$ cat src/design/sfr_pkg.sv
// sfr_pkg: shared types and constants for the serial frame receiver
// no dependencies
package sfr_pkg;

  localparam logic [7:0] HEADER_RESET        = 8'h7A;
  localparam logic [8:0] BYTES_BEFORE_LENGTH = 9'd3;

  typedef struct packed {
    logic [7:0] frame_byte;
    logic [8:0] byte_position;
    logic       last_of_frame;
    logic       checksum_good;
  } res_t;

endpackage

$ cat src/design/serial_frame_receiver_core.sv
// serial_frame_receiver_core: frame parser with output register and skid stage
// depends on sfr_pkg
//
// Usage: one received byte per item on the in_ channel (in_valid / in_stall).
// While idle, a byte equal to the header register opens a frame and produces
// no item. The next two bytes, a length byte L, L payload bytes and one
// checksum byte each come out as an item on the out_ channel with their
// position in the frame. The checksum byte carries last_of_frame, and
// checksum_good reports whether the 8-bit wrapping sum of the earlier
// frame bytes matches it. The header byte is not part of that sum.
// An accepted byte's item is registered in the output register or skid stage.
// Throughput is one byte per cycle while in_stall is low, set by the parse
// logic, which is combinational and sits before the output register.
// When the receiver stalls, one more result is held in a skid stage. In_stall
// rises only while that stage is full, so bytes keep flowing until both output
// stages are full.
// The user must write the header register (cfg_wr_en / cfg_wr_data) only while
// idle; the block does not enforce it. A synchronous reset (rst_n low) returns
// it to idle, empties both output stages and sets the header register to 0x7A.
module serial_frame_receiver_core
  import sfr_pkg::*;
(
  input  logic       clk,
  input  logic       rst_n,
  input  logic       cfg_wr_en,
  input  logic [7:0] cfg_wr_data,
  input  logic       in_valid,
  output logic       in_stall,
  input  logic [7:0] in_rx_byte,
  output logic       out_valid,
  input  logic       out_stall,
  output logic [7:0] out_frame_byte,
  output logic [8:0] out_byte_position,
  output logic       out_last_of_frame,
  output logic       out_checksum_good
);

  logic [7:0] header_r;
  logic [8:0] rem_r, rem_nxt;
  logic       await_r, await_nxt;
  logic [7:0] sum_r, sum_nxt;
  logic [8:0] pos_r, pos_nxt;

  logic       out_valid_r, out_valid_nxt;
  logic       skid_valid_r, skid_valid_nxt;
  res_t       out_r, out_nxt;
  res_t       skid_r, skid_nxt;

  logic       in_acc;
  logic       out_acc;
  logic       res_en;
  res_t       res;
  logic [8:0] rem_adj;
  logic [8:0] rem_dec;
  logic       last;

  assign in_stall = skid_valid_r;
  assign in_acc   = in_valid && !skid_valid_r;
  assign out_acc  = out_valid_r && !out_stall;

  // parse one byte
  always_comb begin
    rem_nxt   = rem_r;
    await_nxt = await_r;
    sum_nxt   = sum_r;
    pos_nxt   = pos_r;
    res_en    = 1'b0;
    rem_adj   = rem_r;
    if (await_r && rem_r == 9'd1) begin
      rem_adj = rem_r + {1'b0, in_rx_byte} + 9'd1;
    end
    rem_dec = rem_adj - 9'd1;
    last    = (rem_dec == 9'd0);
    res.frame_byte    = in_rx_byte;
    res.byte_position = pos_r;
    res.last_of_frame = last;
    res.checksum_good = last && (sum_r == in_rx_byte);
    if (in_acc) begin
      if (rem_r == 9'd0) begin
        if (in_rx_byte == header_r) begin
          rem_nxt   = BYTES_BEFORE_LENGTH;
          await_nxt = 1'b1;
          sum_nxt   = 8'd0;
          pos_nxt   = 9'd0;
        end
      end else begin
        res_en  = 1'b1;
        rem_nxt = rem_dec;
        if (await_r && rem_r == 9'd1) begin
          await_nxt = 1'b0;
        end
        if (last) begin
          sum_nxt   = 8'd0;
          pos_nxt   = 9'd0;
          await_nxt = 1'b0;
        end else begin
          sum_nxt = sum_r + in_rx_byte;
          pos_nxt = pos_r + 9'd1;
        end
      end
    end
  end

  // output register plus skid stage
  always_comb begin
    out_valid_nxt  = out_valid_r;
    skid_valid_nxt = skid_valid_r;
    out_nxt        = out_r;
    skid_nxt       = skid_r;
    if (out_acc || !out_valid_r) begin
      if (skid_valid_r) begin
        out_nxt        = skid_r;
        out_valid_nxt  = 1'b1;
        skid_valid_nxt = 1'b0;
      end else if (res_en) begin
        out_nxt       = res;
        out_valid_nxt = 1'b1;
      end else begin
        out_valid_nxt = 1'b0;
      end
    end else if (res_en) begin
      skid_nxt       = res;
      skid_valid_nxt = 1'b1;
    end
  end

  always_ff @(posedge clk) begin
    if (!rst_n) begin
      header_r     <= HEADER_RESET;
      rem_r        <= 9'd0;
      await_r      <= 1'b0;
      sum_r        <= 8'd0;
      pos_r        <= 9'd0;
      out_valid_r  <= 1'b0;
      skid_valid_r <= 1'b0;
    end else begin
      if (cfg_wr_en) begin
        header_r <= cfg_wr_data;
      end
      rem_r        <= rem_nxt;
      await_r      <= await_nxt;
      sum_r        <= sum_nxt;
      pos_r        <= pos_nxt;
      out_valid_r  <= out_valid_nxt;
      skid_valid_r <= skid_valid_nxt;
    end
  end

  always_ff @(posedge clk) begin
    out_r  <= out_nxt;
    skid_r <= skid_nxt;
  end

  assign out_valid         = out_valid_r;
  assign out_frame_byte    = out_r.frame_byte;
  assign out_byte_position = out_r.byte_position;
  assign out_last_of_frame = out_r.last_of_frame;
  assign out_checksum_good = out_r.checksum_good;

`ifndef NO_ASSERTIONS
  // skid stage only fills behind a held output
  a_skid_behind_out: assert property (@(posedge clk) disable iff (!rst_n)
    skid_valid_r |-> out_valid_r)
    else $error("skid stage full with output register empty");

  // a good checksum is only reported on the closing byte
  a_good_on_last: assert property (@(posedge clk) disable iff (!rst_n)
    out_valid_r && out_r.checksum_good |-> out_r.last_of_frame)
    else $error("checksum_good without last_of_frame");

  // the length phase only exists inside the first three bytes
  a_await_range: assert property (@(posedge clk) disable iff (!rst_n)
    await_r |-> (rem_r != 9'd0) && (rem_r <= BYTES_BEFORE_LENGTH))
    else $error("awaiting length outside the prefix bytes");

  // counter never exceeds 256, the largest payload plus checksum
  a_rem_bound: assert property (@(posedge clk) disable iff (!rst_n)
    rem_r <= 9'd256)
    else $error("bytes remaining out of range");

  // a full skid stage drains into the output once it is taken
  a_skid_drain: assert property (@(posedge clk) disable iff (!rst_n)
    skid_valid_r && !out_stall |=> out_valid_r && !skid_valid_r)
    else $error("skid stage did not drain");
`endif

endmodule

$ cat config.mk
export PLATFORM = sky130hd
export DESIGN_NAME = serial_frame_receiver_core
export DESIGN_NICKNAME = d
export VERILOG_FILES = /design/src/design/sfr_pkg.sv /design/src/design/serial_frame_receiver_core.sv
export SDC_FILE = /design/constraint.sdc
export NUM_CORES = 1
export LEC_CHECK = 0
export ABC_AREA = 1
export BUFFER_PORTS_ARGS = -buffer_cell sky130_fd_sc_hd__clkbuf_2
export CAP_MARGIN = 20
export CORE_UTILIZATION = 58
export DETAILED_ROUTE_END_ITERATION = 10
export GPL_ROUTABILITY_DRIVEN = 0
export GPL_TIMING_DRIVEN = 0
export PLACE_DENSITY = 0.79
export SYNTH_ARGS = -nofsm -noshare
export SYNTH_HDL_FRONTEND = slang
export SYNTH_SLANG_ARGS = --single-unit
$ cat constraint.sdc
create_clock -name clk -period 8.5 [get_ports clk]
set_clock_uncertainty 0.15 [all_clocks]
set_input_delay 1.275 -clock clk [delete_from_list [all_inputs] [get_ports clk]]
set_output_delay 1.275 -clock clk [all_outputs]
set_load 0.01 [all_outputs]
==> impl_metrics.toml, run 1 <==
[placement]
dp.cells = 624
pre_cts_ws_ns = 4.23
hpwlAfterDp_um = 6330
port_buffers = 40

[detailed_routing]
post_drt_wl_per_cell_um = 13.2
wl_um = 8470
routed-via-count = 3311
drc = 0
ant_nets = 0
firstDrtPassIters = 5
drtIter0Drc = 154
via_per_inst = 5.17

[sta]
timing.fmax_ghz = 0.255
period_needed_ns = 3.93
finalSetupViolCount = 0
layout_setup_ws_ns = 4.57
hold_ws_ns = 0.322
max_slew_margin = 0.385
rsz0062_at_grt = "no"
worstMarginPinSlew_ns = 0.922
slew_viol_final = 0
finalSetupTns_ns = 0
finalHoldViolations = 0
layout_worst_path_cycle_share = 0.462

[setup_path]
max_stage_delay_ns = 0.42
end_kind = "register"
path_cells = "clkbuf_2 > inv_1 > ha_1 > inv_1 > fa_1 > nand3_1 > nand2_1 > inv_1 > ha_1 > nand3_1 > inv_1 > nand3_4 > nor2_2 > nand4_1 > nand2_2 > nand3_4 > nand2_4 > nand2_4 > nand2_4 > buf_12 > nor2_2"
cp_num_buf_inv = 6
cp_max_fo = 10
cpMostUsedCell = "inv_1"
crit_slowest_cell = "fa_1"
cp_top_family = "simple AND/OR/NAND/NOR gates"
worstPathArrival_ns = 4.01
criticalPathCategory = "in -> reg"
cp-start-kind = "primary input"
critical_path_required_ns = 8.59

[floorplanning]
start_util = 0.598
die_area_um2 = 7340
fp.dieW_um = 85.7
dieHeight_um = 85.7
pin_count = 42
core-area_um2 = 6790
row_count = 30

[yosys]
yosysSeqAreaShare = 0.463
syn_area_per_cell_um2 = 8.32
ys_types = 36
synth-seq-cells = 75
syn_nets = 529
yosysWarnings = 0
synthesis.area_um2 = 4060
synthCells = 488

[cts]
cts_tree = "built"
cts.sinks = 75
ctsHoldBuffers = 0
post_cts_buffers = 0
cts_buffer_depth = 2
cts_resized = 0
clock_latency_ns = 0.34
ctsHtreeMaxLevel = 3
root_buffer = "clkbuf_8"
clkSlewWorstSetupHoldPaths_ns = 0.08
cts_buffers = 9

[layout]
syn2layout_area_growth_pct = 13.1
nFillCells = 550
diodes = 0
finalNonFillerCells = 640
final_util = 0.676
drive_above_1_share = 0.175
fin_nets = 580

[power_and_ir_drop]
peakVddDrop_mv = 0.214
p_leak_nw = 2.02
power_density_nw_per_um2 = 342

[job]
maxCapViolCount = 0

[global_route]
grt_max_degree = 20
grt_first_pass_wirelength_um = 14700
antenna_found_initial = 0
track_usage = 0.258
grt_pass1_vias = 3285
gr-total-overflow = 0

[worst_hold_path]
hold_class = "reg -> reg"

[outcome]
status = "completed"
power by group:
| group | switching (mW) | total [mW] | internal (mW) |
|---|---|---|---|
| clock network | 0.143 | 0.283 | 0.141 |
| registers | 0.0529 | 0.541 | 0.489 |
| logic | 0.489 | 0.747 | 0.258 |
through the flow:
stage	total power [mW]	instance area [µm²]
final	1.57	4590
after CTS	1.57	4590
after global routing	1.71	4590
after detailed placement	1.29	4380
after floorplan	1.11	4060
after global placement	1.27	4380
metal layers:
| metal | up-vias | wire length (µm) | track usage |
|---|---|---|---|
| met5 | - | 0 | 0 |
| met4 | 0 | 97 | 0.115 |
| met3 | 10 | 456 | 0.0414 |
| met2 | 86 | 4110 | 0.433 |
| met1 | 1519 | 3810 | 0.330 |
| li1 | 1696 | - | - |
cell usage after synthesis:
library cell | count | area (µm²)
nor4_1 | 1 | 6.26
nor2_2 | 16 | 100
dfxtp_1 | 37 | 741
a31oi_1 | 1 | 6.26
nand3_4 | 2 | 35.0
buf_2 | 3 | 15.0
or2_2 | 3 | 18.8
nor3_2 | 1 | 10.0
buf_12 | 1 | 20.0
a211oi_1 | 1 | 7.51
a21oi_1 | 23 | 115
nand2_1 | 135 | 507
clkinv_1 | 1 | 3.75
o21ai_1 | 2 | 10.0
nand3_1 | 33 | 165
nand3_2 | 1 | 10.0
nor2_4 | 2 | 22.5
nand2_4 | 4 | 45.0
o211ai_1 | 3 | 22.5
fa_1 | 2 | 40.0
clkbuf_1 | 7 | 26.3
xnor2_1 | 5 | 43.8
nand4_1 | 11 | 68.8
o31ai_1 | 1 | 7.51
edfxtp_1 | 38 | 1140
o21a_1 | 2 | 15.0
nor2_1 | 27 | 101
ha_1 | 18 | 225
nand3b_1 | 5 | 37.5
a21boi_0 | 1 | 7.51
nand2_2 | 5 | 31.3
xor2_1 | 12 | 105
a21o_1 | 1 | 7.51
nor3_1 | 4 | 20.0
inv_1 | 58 | 218
o21ai_0 | 21 | 105
flip-flops by register name (all words and copies together), names as in the netlist, 8 cells and up:
register           flops
header_r               8
pos_r                  9
rem_r                  9
skid_r                19
out_frame_byte         8
out_byte_position      9
sum_r                  8
cell families after synthesis:
group | after synthesis | share of synthesized area
fa+ha+maj | 20 | 0.0653
flops | 75 | 0.463
buf+inv | 70 | 0.0696
simple gates | 250 | 0.290
xor+xnor | 17 | 0.0367
compound gates | 56 | 0.0749
cell usage in the layout (no fill, tap or decap), types with 2 or more instances in the layout:
cell type,synthesis,routed
inv_6,0,2
nand3_4,2,2
ha_1,18,18
nor3_1,4,4
a21oi_1,23,23
edfxtp_1,38,38
nand2_4,4,4
o21ai_1,2,2
clkbuf_8,0,9
clkbuf_1,7,7
xnor2_1,5,5
nor2_1,27,26
o21ai_0,21,21
nor2_2,16,17
xor2_1,12,12
o211ai_1,3,3
o21a_1,2,2
nor2_4,2,2
fa_1,2,2
nand2_1,135,135
inv_1,58,58
or2_2,3,3
nand3b_1,5,5
clkbuf_2,0,40
nand4_1,11,11
dfxtp_1,37,37
nand3_1,33,33
clkinv_4,0,2
nand2_2,5,5
buf_2,3,3
path summary, 6_finish.rpt:
path | slack [ns] | cells past startpoint | startpoint | to
max | 4.57 | 21 | in_rx_byte[0] | sum_r[6]
min | 0.32 | 2 | header_r[0] | header_r[0]
max reg2reg | 5.22 | 20 | rem_r[0] | sum_r[6]
min reg2reg | 0.32 | 2 | header_r[0] | header_r[0]
worst min-delay path: stages, from the launching register on:
cell and delay [ns]:
dfxtp_1 0.31, inv_1 0.06, a21oi_1 0.06
area by class of cell:
type	instances	area, µm²	area share
Timing Repair Buffer	40	200	0.0436
Tap cell	96	120	0.0262
Multi-Input combinational cell	343	1900	0.414
Clock buffer	9	124	0.0270
Sequential cell	75	1880	0.410
Inverter	59	221	0.0482
Buffer	11	61.3	0.0134
Clock inverter	7	83.8	0.0183
No activity file was read; power rests on OpenSTA's default activity.
==> inputs of run 2 (changes only) <==
--- a/config.mk
+++ b/config.mk
@@ -8,11 +8,11 @@
 export ABC_AREA = 1
 export BUFFER_PORTS_ARGS = -buffer_cell sky130_fd_sc_hd__clkbuf_2
 export CAP_MARGIN = 20
-export CORE_UTILIZATION = 58
+export CORE_UTILIZATION = 53
 export DETAILED_ROUTE_END_ITERATION = 10
 export GPL_ROUTABILITY_DRIVEN = 0
 export GPL_TIMING_DRIVEN = 0
-export PLACE_DENSITY = 0.79
+export PLACE_DENSITY = 0.76
 export SYNTH_ARGS = -nofsm -noshare
 export SYNTH_HDL_FRONTEND = slang
 export SYNTH_SLANG_ARGS = --single-unit
==> constraint.sdc (replaced) <==
create_clock -name clk -period 3.15 [get_ports clk]
set_clock_uncertainty 0.15 [all_clocks]
set_input_delay 0.4725 -clock clk [delete_from_list [all_inputs] [get_ports clk]]
set_output_delay 0.4725 -clock clk [all_outputs]
set_load 0.01 [all_outputs]
==> impl_metrics.toml, run 2 (synthesis results as in run 1) <==
[setup_path]
path_cells = "inv_4 > ha_4 > inv_4 > fa_1 > nand3_1 > nand2_2 > inv_2 > ha_4 > inv_1 > nand2_1 > nand2_2 > nor2_2 > nand3_1 > nor2_1 > nand2_1 > nor2_2 > nand3_4 > nand2_4 > nand2_4 > nand2_8 > clkbuf_16 > nor2_2"
cp_top_family = "simple AND/OR/NAND/NOR gates"
rrSetupSlack_ns = 0.20
crit_slowest_cell = "dfxtp_4"
critical_path_required_ns = 3.25
criticalPathCategory = "reg -> reg"
max_stage_delay_ns = 0.39
reg2reg_to = "pos_r[6]"
worstPathArrival_ns = 3.05
cpMostUsedCell = "nor2_2"
cp_num_buf_inv = 5
rr_worst_depth = 22
regToRegStartpoint = "rem_r[0]"
cp_max_fo = 6
cp-start-kind = "register"
end_kind = "register"

[floorplanning]
core-area_um2 = 7330
pin_count = 42
start_util = 0.554
row_count = 31
fp.dieW_um = 89.5
die_area_um2 = 8020
dieHeight_um = 89.5

[sta]
period_needed_ns = 2.95
worstMarginPinSlew_ns = 0.925
layout_worst_path_cycle_share = 0.938
finalSetupViolCount = 0
slew_viol_final = 0
finalHoldViolations = 0
layout_setup_ws_ns = 0.197
max_slew_margin = 0.383
rsz0062_at_grt = "yes"
timing.fmax_ghz = 0.339

[outcome]
status = "completed"

[global_route]
grt_pass1_vias = 3051
gr-total-overflow = 0
grt_max_degree = 20
grt_first_pass_wirelength_um = 14000
track_usage = 0.233
antenna_found_initial = 0

[cts]
cts_tree = "built"
root_buffer = "clkbuf_8"
clock_latency_ns = 0.35
cts.sinks = 75
ctsHtreeMaxLevel = 3
clkSlewWorstSetupHoldPaths_ns = 0.09
ctsHoldBuffers = 0
cts_buffer_depth = 2
cts_buffers = 9

[detailed_routing]
via_per_inst = 5.22
firstDrtPassIters = 4
ant_nets = 0
drtIter0Drc = 176
drc = 0
wl_um = 8580
post_drt_wl_per_cell_um = 13.2
routed-via-count = 3398

[layout]
mostFrequentLayoutCell = "nand2_1"
layout.cells.most_common_list = "nand2_1, inv_1, clkbuf_2"
fin_nets = 588
largest_reg_flops = 19
drive_above_1_share = 0.208
final_util = 0.649
diodes = 0
top_register = "skid_r"
syn2layout_area_growth_pct = 17.1

[job]
maxCapViolCount = 0

[worst_hold_path]
holdPathEnd = "header_r[6]"
hold_class = "in -> reg"
hold_depth = 3
holdCritStartpoint = "cfg_wr_data[6]"

[placement]
port_buffers = 40
pre_cts_ws_ns = -0.375
hpwlAfterDp_um = 6280

[power_and_ir_drop]
power_density_nw_per_um2 = 938
peakVddDrop_mv = 0.491
p_leak_nw = 2.08
run 2: changes by cell type in the layout (fill, tap and decap cells not counted), sizes merged:
cell | previous run | this run
clkinvlp | 1 | 0
clkinv | 3 | 4
bufinv | 1 | 2
clkbuf | 56 | 57
buf | 4 | 11
inv | 61 | 60
run 2: repair_timing:
item                       4_1_cts  5_1_grt
setup endpoints to repair       11       17
cloned                           0        1
pin swaps                        1       11
resized for setup                5       15
buffers inserted                 0        7
run 2: routing by layer:
metal	up-vias	GRT usage	part of all wire
met5	-	0	0
met3	17	0.0545	0.060
met4	0	0.0765	0.022
met2	95	0.392	0.48
li1	1720	-	-
met1	1566	0.296	0.44
run 2: metrics by stage:
step                      instances  total power, mW  hold WS (ns)  instance area [µm²]  setup TNS [ns]
after global routing            651             4.86         0.188                 4760          -0.679
after floorplan                 488             3.01         0.281                 4060               0
after detailed placement        627             3.48         0.295                 4390           -5.83
final                           651             4.46         0.179                 4760               0
after CTS                       643             4.31         0.170                 4610               0
after global placement          627             3.41         0.296                 4390           -4.06
run 2: worst max path at each step:
stage / start / end / slack, ns / cells past startpoint
floorplan: in_rx_byte[0] / sum_r[5] / 0.20 / 22
global placement: in_rx_byte[0] / sum_r[5] / -0.30 / 23
detailed placement: in_rx_byte[0] / pos_r[3] / -0.37 / 21
CTS: rem_r[0] / pos_r[3] / 0.02 / 20
global route: rem_r[0] / pos_r[6] / -0.07 / 22
finish: rem_r[0] / pos_r[6] / 0.20 / 22
run 2: cell type report:
| class | instances | area, µm² |
|---|---|---|
| Buffer | 11 | 61.3 |
| Clock buffer | 9 | 124 |
| Inverter | 59 | 226 |
| Tap cell | 99 | 124 |
| Sequential cell | 75 | 1890 |
| Fill cell | 620 | 2570 |
| Timing Repair Buffer | 48 | 278 |
| Multi-Input combinational cell | 343 | 1960 |
| Clock inverter | 7 | 98.8 |
run 2: report_power, final:
group / leakage, nW / internal, mW / total (mW) / switching, mW
logic: 1.31 / 0.790 / 2.17 / 1.38
clock network: 0.112 / 0.452 / 0.825 / 0.373
registers: 0.662 / 1.32 / 1.47 / 0.144
total: 2.08 / 2.56 / 4.46 / 1.90
run 2: worst min-delay path, cell delays in order:
cell and delay [ns]:
clkbuf_2 0.07, nand2_1 0.04, nand3_1 0.06
